$ cat config.mk
export PLATFORM = sky130hd
export DESIGN_NAME = sliding_window_maximum
export DESIGN_NICKNAME = d
export VERILOG_FILES = /design/src/swm_pkg.sv /design/src/swm_ram.sv /design/src/swm_out_stage.sv /design/src/sliding_window_maximum.sv
export SDC_FILE = /design/constraint.sdc
export NUM_CORES = 2
export LEC_CHECK = 0
export ABC_AREA = 0
export BUFFER_PORTS_ARGS = -buffer_cell sky130_fd_sc_hd__buf_2
export CAP_MARGIN = 20
export CORE_MARGIN = 2
export CORE_UTILIZATION = 59
export CTS_BUF_LIST = sky130_fd_sc_hd__clkbuf_4
export CTS_CLUSTER_DIAMETER = 30
export CTS_CLUSTER_SIZE = 12
export DETAILED_ROUTE_END_ITERATION = 10
export PLACE_DENSITY = 0.77
export SLEW_MARGIN = 20
export SYNTH_ARGS = -nofsm -noshare
export SYNTH_HDL_FRONTEND = slang
export SYNTH_SLANG_ARGS = --single-unit
$ cat constraint.sdc
create_clock -name clk -period 6.65 [get_ports clk]
set_input_delay 0.9975 -clock clk [delete_from_list [all_inputs] [get_ports clk]]
set_output_delay 0.9975 -clock clk [all_outputs]
set_load 0.005 [all_outputs]
$ cat src/swm_pkg.sv
// Shared constants, types and helpers for the sliding window maximum block.
`timescale 1ns / 1ps

package swm_pkg;

  localparam int WINDOW_MAX  = 64;
  localparam int SAMPLE_BITS = 32;
  localparam int CFG_W       = 7;
  localparam int PTR_W       = $clog2(WINDOW_MAX);
  localparam int CNT_W       = $clog2(WINDOW_MAX + 1);
  localparam int SUM_W       = CNT_W + 1;

  // one queue slot: candidate value and the position it arrived at
  typedef struct packed {
    logic signed [SAMPLE_BITS-1:0] val;
    logic [CNT_W-1:0]              pos;
  } entry_t;

  localparam int ENTRY_W = $bits(entry_t);

  // result handed to the output stage
  typedef struct packed {
    logic                          load;
    logic signed [SAMPLE_BITS-1:0] value;
  } out_load_t;

  // circular slot index: base plus offset, offset never above WINDOW_MAX
  function automatic logic [PTR_W-1:0] slot_add(input logic [PTR_W-1:0] base,
                                               input logic [CNT_W-1:0] off);
    logic [SUM_W-1:0] sum;
    sum = SUM_W'(base) + SUM_W'(off);
    if (sum >= SUM_W'(WINDOW_MAX)) begin
      sum = sum - SUM_W'(WINDOW_MAX);
    end
    return sum[PTR_W-1:0];
  endfunction

endpackage

$ cat src/swm_ram.sv
// Generic single-write, single-read RAM with registered read data.
`timescale 1ns / 1ps

module swm_ram #(
  parameter int WIDTH = 8,
  parameter int DEPTH = 16
) (
  input  logic                     clk,
  input  logic                     we,
  input  logic [$clog2(DEPTH)-1:0] waddr,
  input  logic [WIDTH-1:0]         wdata,
  input  logic [$clog2(DEPTH)-1:0] raddr,
  output logic [WIDTH-1:0]         rdata
);

  logic [WIDTH-1:0] mem [DEPTH];

  always_ff @(posedge clk) begin
    if (we) begin
      mem[waddr] <= wdata;
    end
    rdata <= mem[raddr];
  end

endmodule

$ cat src/swm_out_stage.sv
// Output register: holds one result item until the consumer takes it.
`timescale 1ns / 1ps

module swm_out_stage import swm_pkg::*; (
  input  logic                          clk,
  input  logic                          rst_n,
  input  out_load_t                     ld,
  output logic                          ready,
  output logic                          out_valid,
  input  logic                          out_stall,
  output logic signed [SAMPLE_BITS-1:0] out_window_max
);

  logic                          valid_r;
  logic signed [SAMPLE_BITS-1:0] data_r;

  // free when empty or when the held item leaves this cycle
  assign ready          = !valid_r || !out_stall;
  assign out_valid      = valid_r;
  assign out_window_max = data_r;

  always_ff @(posedge clk) begin
    if (!rst_n) begin
      valid_r <= 1'b0;
    end else if (ld.load && ready) begin
      valid_r <= 1'b1;
    end else if (!out_stall) begin
      valid_r <= 1'b0;
    end
  end

  always_ff @(posedge clk) begin
    if (ld.load && ready) begin
      data_r <= ld.value;
    end
  end

endmodule

$ cat src/sliding_window_maximum.sv
// Sliding window maximum filter: top level with queue control and configuration.
`timescale 1ns / 1ps

// Running maximum over the last window_len signed samples. Candidates sit in a
// circular queue in one RAM (value and arrival position per slot), values
// strictly decreasing from front to back. Per item: the sample is accepted and
// the front slot read, front entries that have aged out of the window are
// dropped one by one, then back entries not larger than the new sample are
// dropped one by one, and then the sample is written in and the result goes
// to the output register. Each sample is popped at most once. The queue RAM
// has a single read port, so entries are examined one slot per cycle, and no
// new sample is taken until the current one is through. A result waiting on
// a stalled output holds the block until the output register frees. A result
// is produced once window_len samples have been seen since the last seq_start;
// a window_len of 0 produces nothing, and values above 64 act as 64. The window
// register is written through cfg_valid/cfg_ready while the block is idle.
module sliding_window_maximum import swm_pkg::*; (
  input  logic                          clk,
  input  logic                          rst_n,
  // input items
  input  logic                          in_valid,
  output logic                          in_stall,
  input  logic signed [SAMPLE_BITS-1:0] in_sample,
  input  logic                          in_seq_start,
  // result items
  output logic                          out_valid,
  input  logic                          out_stall,
  output logic signed [SAMPLE_BITS-1:0] out_window_max,
  // window length register
  input  logic                          cfg_valid,
  output logic                          cfg_ready,
  input  logic [CFG_W-1:0]              cfg_window_len
);

  typedef enum logic [3:0] {
    S_IDLE = 4'b0001,  // waiting for an item, front slot being read
    S_FCHK = 4'b0010,  // dropping aged entries off the front
    S_BCHK = 4'b0100,  // dropping smaller-or-equal entries off the back
    S_WAIT = 4'b1000   // result held until the output register frees
  } state_t;

  state_t                        state_r, state_nxt;
  logic [PTR_W-1:0]              head_r, head_nxt;
  logic [CNT_W-1:0]              fill_r, fill_nxt;
  logic [CNT_W-1:0]              seen_r, seen_nxt;
  logic [CNT_W-1:0]              pos_r, pos_nxt;
  logic [CNT_W-1:0]              cur_pos_r, cur_pos_nxt;
  logic [CFG_W-1:0]              win_r;
  logic signed [SAMPLE_BITS-1:0] samp_r, samp_nxt;
  logic signed [SAMPLE_BITS-1:0] front_r, front_nxt;
  logic signed [SAMPLE_BITS-1:0] res_r, res_nxt;

  logic [CNT_W-1:0]              w_eff;
  logic [CNT_W-1:0]              age;
  logic [CNT_W-1:0]              seen_inc;

  // queue RAM access
  logic                          ram_we;
  logic [PTR_W-1:0]              ram_waddr;
  logic [PTR_W-1:0]              ram_raddr;
  entry_t                        wr_entry;
  entry_t                        rd_entry;
  logic [ENTRY_W-1:0]            ram_rdata;

  out_load_t                     oload;
  logic                          out_rdy;

  assign in_stall  = (state_r != S_IDLE);
  assign cfg_ready = (state_r == S_IDLE);

  // clamp the window to the queue size
  assign w_eff = (32'(win_r) > 32'(WINDOW_MAX)) ? CNT_W'(WINDOW_MAX) : CNT_W'(win_r);

  assign rd_entry = entry_t'(ram_rdata);
  assign age      = cur_pos_r - rd_entry.pos;   // modulo the position counter
  assign seen_inc = (seen_r < w_eff) ? seen_r + CNT_W'(1) : seen_r;

  assign wr_entry.val = samp_r;
  assign wr_entry.pos = cur_pos_r;

  always_comb begin
    state_nxt   = state_r;
    head_nxt    = head_r;
    fill_nxt    = fill_r;
    seen_nxt    = seen_r;
    pos_nxt     = pos_r;
    cur_pos_nxt = cur_pos_r;
    samp_nxt    = samp_r;
    front_nxt   = front_r;
    res_nxt     = res_r;
    ram_we      = 1'b0;
    ram_waddr   = slot_add(head_r, fill_r);
    ram_raddr   = head_r;
    oload.load  = 1'b0;
    oload.value = res_r;

    unique case (state_r)
      S_IDLE: begin
        ram_raddr = head_r;
        if (in_valid) begin
          if (in_seq_start) begin
            head_nxt = '0;
            fill_nxt = '0;
            seen_nxt = '0;
          end
          if (w_eff != '0) begin
            samp_nxt    = in_sample;
            cur_pos_nxt = pos_r;
            pos_nxt     = pos_r + CNT_W'(1);
            state_nxt   = S_FCHK;
          end
        end
      end

      S_FCHK: begin
        if (fill_r != '0 && age >= w_eff) begin
          head_nxt  = slot_add(head_r, CNT_W'(1));
          fill_nxt  = fill_r - CNT_W'(1);
          ram_raddr = head_nxt;
        end else begin
          // front survives: remember it for the result, fetch the back
          front_nxt = rd_entry.val;
          ram_raddr = (fill_r != '0) ? slot_add(head_r, fill_r - CNT_W'(1)) : head_r;
          state_nxt = S_BCHK;
        end
      end

      S_BCHK: begin
        if (fill_r != '0 && rd_entry.val <= samp_r) begin
          fill_nxt  = fill_r - CNT_W'(1);
          ram_raddr = (fill_r >= CNT_W'(2)) ? slot_add(head_r, fill_r - CNT_W'(2))
                                            : head_r;
        end else begin
          if (32'(fill_r) < WINDOW_MAX) begin
            ram_we   = 1'b1;
            fill_nxt = fill_r + CNT_W'(1);
          end
          seen_nxt = seen_inc;
          if (seen_inc >= w_eff) begin
            // an empty queue means the new sample is the front
            res_nxt     = (fill_r == '0) ? samp_r : front_r;
            oload.value = res_nxt;
            if (out_rdy) begin
              oload.load = 1'b1;
              state_nxt  = S_IDLE;
            end else begin
              state_nxt  = S_WAIT;
            end
          end else begin
            state_nxt = S_IDLE;
          end
        end
      end

      S_WAIT: begin
        if (out_rdy) begin
          oload.load = 1'b1;
          state_nxt  = S_IDLE;
        end
      end

      default: begin
        state_nxt = S_IDLE;
      end
    endcase
  end

  always_ff @(posedge clk) begin
    if (!rst_n) begin
      state_r <= S_IDLE;
      head_r  <= '0;
      fill_r  <= '0;
      seen_r  <= '0;
      pos_r   <= '0;
      win_r   <= CFG_W'(1);
    end else begin
      state_r <= state_nxt;
      head_r  <= head_nxt;
      fill_r  <= fill_nxt;
      seen_r  <= seen_nxt;
      pos_r   <= pos_nxt;
      if (cfg_valid && cfg_ready) begin
        win_r <= cfg_window_len;
      end
    end
  end

  // payload registers
  always_ff @(posedge clk) begin
    cur_pos_r <= cur_pos_nxt;
    samp_r    <= samp_nxt;
    front_r   <= front_nxt;
    res_r     <= res_nxt;
  end

  swm_ram #(
    .WIDTH (ENTRY_W),
    .DEPTH (WINDOW_MAX)
  ) u_queue_ram (
    .clk   (clk),
    .we    (ram_we),
    .waddr (ram_waddr),
    .wdata (wr_entry),
    .raddr (ram_raddr),
    .rdata (ram_rdata)
  );

  swm_out_stage u_out_stage (
    .clk            (clk),
    .rst_n          (rst_n),
    .ld             (oload),
    .ready          (out_rdy),
    .out_valid      (out_valid),
    .out_stall      (out_stall),
    .out_window_max (out_window_max)
  );

`ifndef SYNTHESIS
  a_fill_bound: assert property (@(posedge clk) disable iff (!rst_n)
    32'(fill_r) <= WINDOW_MAX)
    else $error("queue fill above capacity");

  a_head_range: assert property (@(posedge clk) disable iff (!rst_n)
    32'(head_r) < WINDOW_MAX)
    else $error("queue head out of range");

  a_busy_after_accept: assert property (@(posedge clk) disable iff (!rst_n)
    in_valid && !in_stall && w_eff != '0 |=> in_stall)
    else $error("item accepted with nonzero window but block not busy");

  a_result_source: assert property (@(posedge clk) disable iff (!rst_n)
    $rose(out_valid) |-> ($past(state_r) == S_BCHK || $past(state_r) == S_WAIT))
    else $error("result appeared outside the insert or wait step");

  a_write_in_window: assert property (@(posedge clk) disable iff (!rst_n)
    ram_we |-> fill_r < w_eff)
    else $error("insert into a queue already holding a full window");
`endif

endmodule
# Word-level counts from Yosys, hierarchy flattened
# Memory sizes are Yosys's and may differ from the RTL's. A register that Yosys moved wholly into a read port is not among the register bits.
# Cells that the tools add are included.
# totals
register_bits	174
latchBits	0
ram_bits	2496
romBits	0
word_cells	118
n_memories	1
# classes
n_addsub	14
n_mul	0
n_div	0
magnitude_cmp	11
eq_ne	14
shift	0
n_mux	44
n_bitwise	2
reduce_logical	20
# memory_table
name	words	word_bits	read_ports	rd_ports_with_merged_regs	write_ports	line	rtl
u_queue_ram.mem	64	39	1	1	1	swm_ram.sv:16	logic [WIDTH-1:0] mem [DEPTH];
# op_table
operator	n
$mux 33	2
$mux 6	11
$mux 32	2
$mux 7	8
$le 32x32->1	1
$mux 4	7
$add 6x7->8	3
$ge 8x7->1 const B	3
$pmux 6 s2	2
$sub 6x1->6 const B	4
$add 7x1->7 const B	3
$pmux 7 s3	1
$pmux 4 s4	1
$ge 7x7->1	2
$pmux 7 s2	1
$reduce_bool 7->1	2
$ne 2x2->1 const B	5
$reduce_and 5->1	2
$mux 1	8
$reduce_and 4->1	2
$add 6x1->7 const B	1
$ge 7x2->1 const B	1
$ge 7x7->1 const B	1
$gt 7x7->1 const B	1
22 further kinds	31

# Depth between registers and ports, before layout
# logic_depth
depth_word	10
ltp_mapped	27

# Cells and area by module
# From an unflattened synthesis, not the netlist that was laid out.
# unflattened
cells_unflattened	4888
area_unflattened_um2	104750.5
# modules_own_cells
module	n_inst	cells_each	area_each_um2	seq_area_each_um2
swm_ram	1	4059	95352.7	75732.6
sliding_window_maximum	1	792	8395.6	3853.7
swm_out_stage	1	37	1002.2	980.9

# Least setup slack after synthesis
# No wires, ideal clock.
# synth_timing
path_type	register to register
from	register cur_pos_r[0]
to	register fill_r[4]
setup_ps	116
t_arrival_ps	6397
required_time_ps	6534
path_slack_ps	137
stages_incl_launch_ff	22
n_path_buf	2
period_less_slack_ps	6513
path_cell_list	edfxtp_1 inv_1 ha_1 fa_1 inv_1 a21oi_1 o21bai_1 a21o_1 a21oi_1 xnor2_1 ha_1 and3_4 a221o_1 a31o_1 buf_2 a21oi_1 a21oi_1 a21boi_0 o21ai_0 clkbuf_1 nor2_1 o211a_1
# synth_via
elab_chain_len	5
# synth_rtl
item	line	rtl
start, declared	sliding_window_maximum.sv:47	logic [CNT_W-1:0] cur_pos_r, cur_pos_nxt;
start signal, assigned	sliding_window_maximum.sv:190	cur_pos_r <= cur_pos_nxt;
$sub 7x7->7	sliding_window_maximum.sv:75	assign age = cur_pos_r - rd_entry.pos;
$ge 7x7->1	sliding_window_maximum.sv:116	if (fill_r != '0 && age >= w_eff) begin
$logic_and 1x1->1	sliding_window_maximum.sv:116	
$ne 2x2->1 (no source line)	--	
$reduce_and 5->1 (no source line)	--	
end signal, assigned	sliding_window_maximum.sv:179	fill_r <= fill_nxt;
end, declared	sliding_window_maximum.sv:44	logic [CNT_W-1:0] fill_r, fill_nxt;
# Every way passes these cells.
# A chain may end at the register's enable or synchronous reset.

# Final worst setup path
# layout_timing
from	register u_queue_ram.rdata[0] (read register of u_queue_ram.mem)
to	register u_queue_ram.rdata[23] (read register of u_queue_ram.mem)
# layout_via
elab_chain_len	5
# layout_rtl
item	line	rtl
start, declared	swm_ram.sv:13	output logic [WIDTH-1:0] rdata
$sub 7x7->7	sliding_window_maximum.sv:75	
$ge 7x7->1	sliding_window_maximum.sv:116	
$logic_and 1x1->1	sliding_window_maximum.sv:116	
$mux 6	sliding_window_maximum.sv:116	
$pmux 6 s2	sliding_window_maximum.sv:97	unique case (state_r)
# Every way passes these cells.

==> results by group <==
Status
  – Outcome: completed

Timing
  – Max-slew headroom: a little under a third
  – Clock skew: 0.1609 ns
  – Fmax: roughly 160 MHz
  – Final hold viol count: 0
  – Worst slew pin tran: 1.030 ns
  – Setup TNS: 0 ns
  – Final period util: 96.27%
  – Setup Viol. Count Final: 0
  – Min Tclk post-route: 6.402 ns
  – Unrepaired setup endpoints after global routing: no
  – Final Slew Violations: 0

Detailed routing
  – Number of vias per cell: 6.613
  – WL/cell: approximately 30 microns
  – DR iter-0 viols: 10820
  – Vias: about 63000
  – Post-DRT Antenna Nets: 0
  – DR pass1 iterations: 7
  – Drc violations: 0
  – Total Wirelength: 290.5 mm

Synth
  – Ys Warns: 0
  – Synth Instances: between 6000 and 7000
  – Register bit total from synthesis: 2709
  – Largest cells by area after synthesis: edfxtp_1, mux4_2, nand2_1
  – Post-synth design cell area: ~0.11 sq mm
  – Post-synth cell types: 84
  – Seq/Total Area, Yosys: 75.42%
  – Syn nets: 6409
  – Top cell type's share of synthesized area: 73.96%
  – Cell accounting for the most synthesized area: edfxtp_1
  – Post-synth ARST share: 0%
  – Synthesized area per cell: 17.02 sq um
  – Number of synthesized flops with an enable pin: 2631
  – Synth Flop Type: edfxtp_1
  – Synth top cells by count: edfxtp_1, nand2_1, mux4_2, nand3_1, a21oi_1
  – Count leader, synth: edfxtp_1

Worst setup path
  – Stages on worst setup path: 23
  – Crit. Startpoint: u_queue_ram.rdata[0]
  – CP max-delay cell: dfxtp_1
  – Worst path top cell family by delay: compound AO/OA/AOI/OAI gates
  – Reg2reg setup slack: 0.25 ns
  – Crit-path cells: ha_1, fa_1, inv_1, a21oi_1, o21bai_1, a21o_1, a21oi_1, xnor2_1, ha_1, and3_4, a221o_1, a31o_1, mux2i_1, a22oi_1, or3b_4, buf_12, buf_12, mux2_2, o22ai_1, o21ai_0, nor3_1, buf_4, a211oi_1
  – WP data required: between 7 and 8 ns
  – Worst setup EP type: flip-flop
  – Type of the worst setup path: reg -> reg
  – CP peak stage delay: 0.67 ns
  – Worst Path Max Fanout: 53
  – Startpoint class of the critical path: flip-flop
  – Worst Setup EP: u_queue_ram.rdata[23]
  – Arrival @ worst endpoint: 7.68 ns
  – Reg2reg end: u_queue_ram.rdata[23]
  – Worst r2r src: u_queue_ram.rdata[0]
  – R2R depth: 23
  – Crit path buffers/inverters: 4

Min path
  – Hold path cells: 4
  – Hold Crit Class: in -> reg
  – Hold Startpoint: in_seq_start

Finish
  – Synth-to-Final Area Change: 12.09%
  – Fin nets: around 6900
  – Layout cell share with drive strength beyond 1: 24.90%

Die
  – Chip Height: approximately 430 microns
  – Core outline area: 0.1804 sq mm
  – Die Width: 429.5 microns
  – Die area: 0.1845 sq mm
  – Core Rows: 156
  – Initial core utilization: 59.23%
  – Io pins: 80

Global route
  – Aggregate global routing overflow: 0
  – Pin count of the biggest net entering global routing: 112
  – Met3 Resource Use GR: between 8 and 9%
  – Most used routing layer: met2
  – Met2 Usage GRT: 46.94%
  – Overall Global Routing Usage: 31.31%
  – Initial antenna violation count: 17
  – First-pass GRT wire length: between 400 and 500 mm
  – Vias in the first global route: ~62000
  – Met1 Usage GRT: 42.10%

Flow run
  – Max-cap violations: 0

Placement
  – Final estimated routing congestion in global placement: about 0.90
  – Port Buffer Count: slightly below 80
  – Post-DP HPWL: 163.1 mm

Clock tree
  – Worst-path clk slew: 0.11 ns
  – CTS tree: built
  – TritonCTS Sinks: 2709
  – Num CTS Buffers: 451
  – Clock latency on the worst-skew pair: around 1.5 ns
  – CTS root buffer: clkbuf_4
  – Htree depth: 5
  – Clock tree buffer depth: 4

Power
  – Max VDD drop: between 0.00015 and 0.0002 V
  – Total Power: 0.03362 W
  – Leak: ~39 nW
  – Pwr Density: about 280 mW/mm^2
==> routing by layer <==
| metal | vias up | wire (microns) |
|---|---|---|
| li1 | 25990 | - |
| met1 | 31510 | 101100 |
| met2 | 4899 | 131300 |
| met3 | 819 | 41630 |
| met4 | 12 | 16470 |
| met5 | - | 85 |
==> sequential cells by signal (all words and copies together) (netlist names) <==
register                    cells
u_queue_ram.rdata              39
u_queue_ram.mem              2496
cur_pos_r                       7
state_r                         4
res_r                          32
pos_r                           7
u_out_stage.out_valid           1
samp_r                         32
front_r                        32
head_r                          6
u_out_stage.out_window_max     32
seen_r                          7
win_r                           7
fill_r                          7
==> through the flow <==
step	area, sq um	hold WS (ns)	instances	util (%)	setup WS (ns)
2_1_floorplan	106800	0.4082	6278	-	0.1372
6_report	119700	0.1018	9561	66.39	0.2478
4_1_cts	119600	0.001196	9538	66.33	0.2403
3_3_place_gp	111800	0.4420	8666	62.00	0.4569
5_1_grt	119700	0.1075	9549	66.38	0.05996
3_5_place_dp	111800	0.4483	8666	62.00	0.3492
==> worst min-delay path by stage <==
stage                               to  slack, ns
after floorplan             front_r[0]       0.41
after global placement    cur_pos_r[6]       0.44
after detailed placement  cur_pos_r[6]       0.45
after CTS                    seen_r[5]      0.001
after global routing         seen_r[5]       0.11
final                        seen_r[5]       0.10
==> cells by family (layout without fill, tap and decap cells) <==
family | Yosys count | count (layout) | synth area share [%]
other cells | 0 | 18 | 0
mux | 470 | 470 | 8.658
flops | 2709 | 2709 | 75.42
buf+inv | 426 | 1321 | 1.972
fa+ha+maj | 86 | 86 | 1.035
compound gates | 889 | 889 | 5.870
xor+xnor | 40 | 40 | 0.3279
simple gates | 1658 | 1658 | 6.719
==> repair_timing <==
action / CTS / global route
setup endpoints to repair: 0 / 5
buffers inserted: 0 / 4
hold buffers: 55 / 0
resized for setup: 0 / 1
endpoints found under the hold margin: 44 / 0
==> cell type report <==
class / instances / area [sq um]
repair buffers: 437 / 3866
diodes: 18 / 45.04
clock inverters: 310 / 3450
multi-input cells: 3143 / 24790
clock buffers: 507 / 3806
well taps: 2370 / 2965
inverters: 67 / 251.5
fillers: 11510 / 60610
flip-flops and latches: 2709 / 80570
==> worst reg2reg max path: stages (launching register included) <==
cell and delay (ns):
dfxtp_1 0.67, ha_1 0.30, fa_1 0.22, inv_1 0.06, a21oi_1 0.15, o21bai_1 0.11
a21o_1 0.18, a21oi_1 0.16, xnor2_1 0.15, ha_1 0.28, and3_4 0.20, a221o_1 0.35
a31o_1 0.34, mux2i_1 0.21, a22oi_1 0.12, or3b_4 0.31, buf_12 0.32, buf_12 0.49
mux2_2 0.40, o22ai_1 0.28, o21ai_0 0.16, nor3_1 0.41, buf_4 0.24, a211oi_1 0.08
==> power breakdown <==
| group | internal, W | leakage [nW] | switching (W) | total, W |
|---|---|---|---|---|
| Sequential | 0.0190 | 24.3 | 0.000105 | 0.0191 |
| Clock | 0.00637 | 3.90 | 0.00659 | 0.0130 |
| Combinational | 0.000385 | 10.9 | 0.00113 | 0.00152 |
| Total | 0.0258 | 39.1 | 0.00783 | 0.0336 |
==> placed cells by master (no fill, tap or decap), drive strengths merged, types with 18 or more instances in the layout <==
master and count:
clkinv 154, buf 382, mux4 352, o211ai 77, a21oi 195, nor2 108, a31oi 81, ha 82
clkbuf 507, edfxtp 2631, bufinv 62, a21bo 38, a22o 38, dfxtp 78, a21o 23, a22oi 83
dlygate4sd3 55, mux2 112, nand2 1064, clkinvlp 53, a211oi 47, o22ai 78, diode 18, and3 82
nand3 261, nor3 60, o21ai 102, a32o 75, inv 108, xnor2 24
Power figures use the tool's default switching activity.
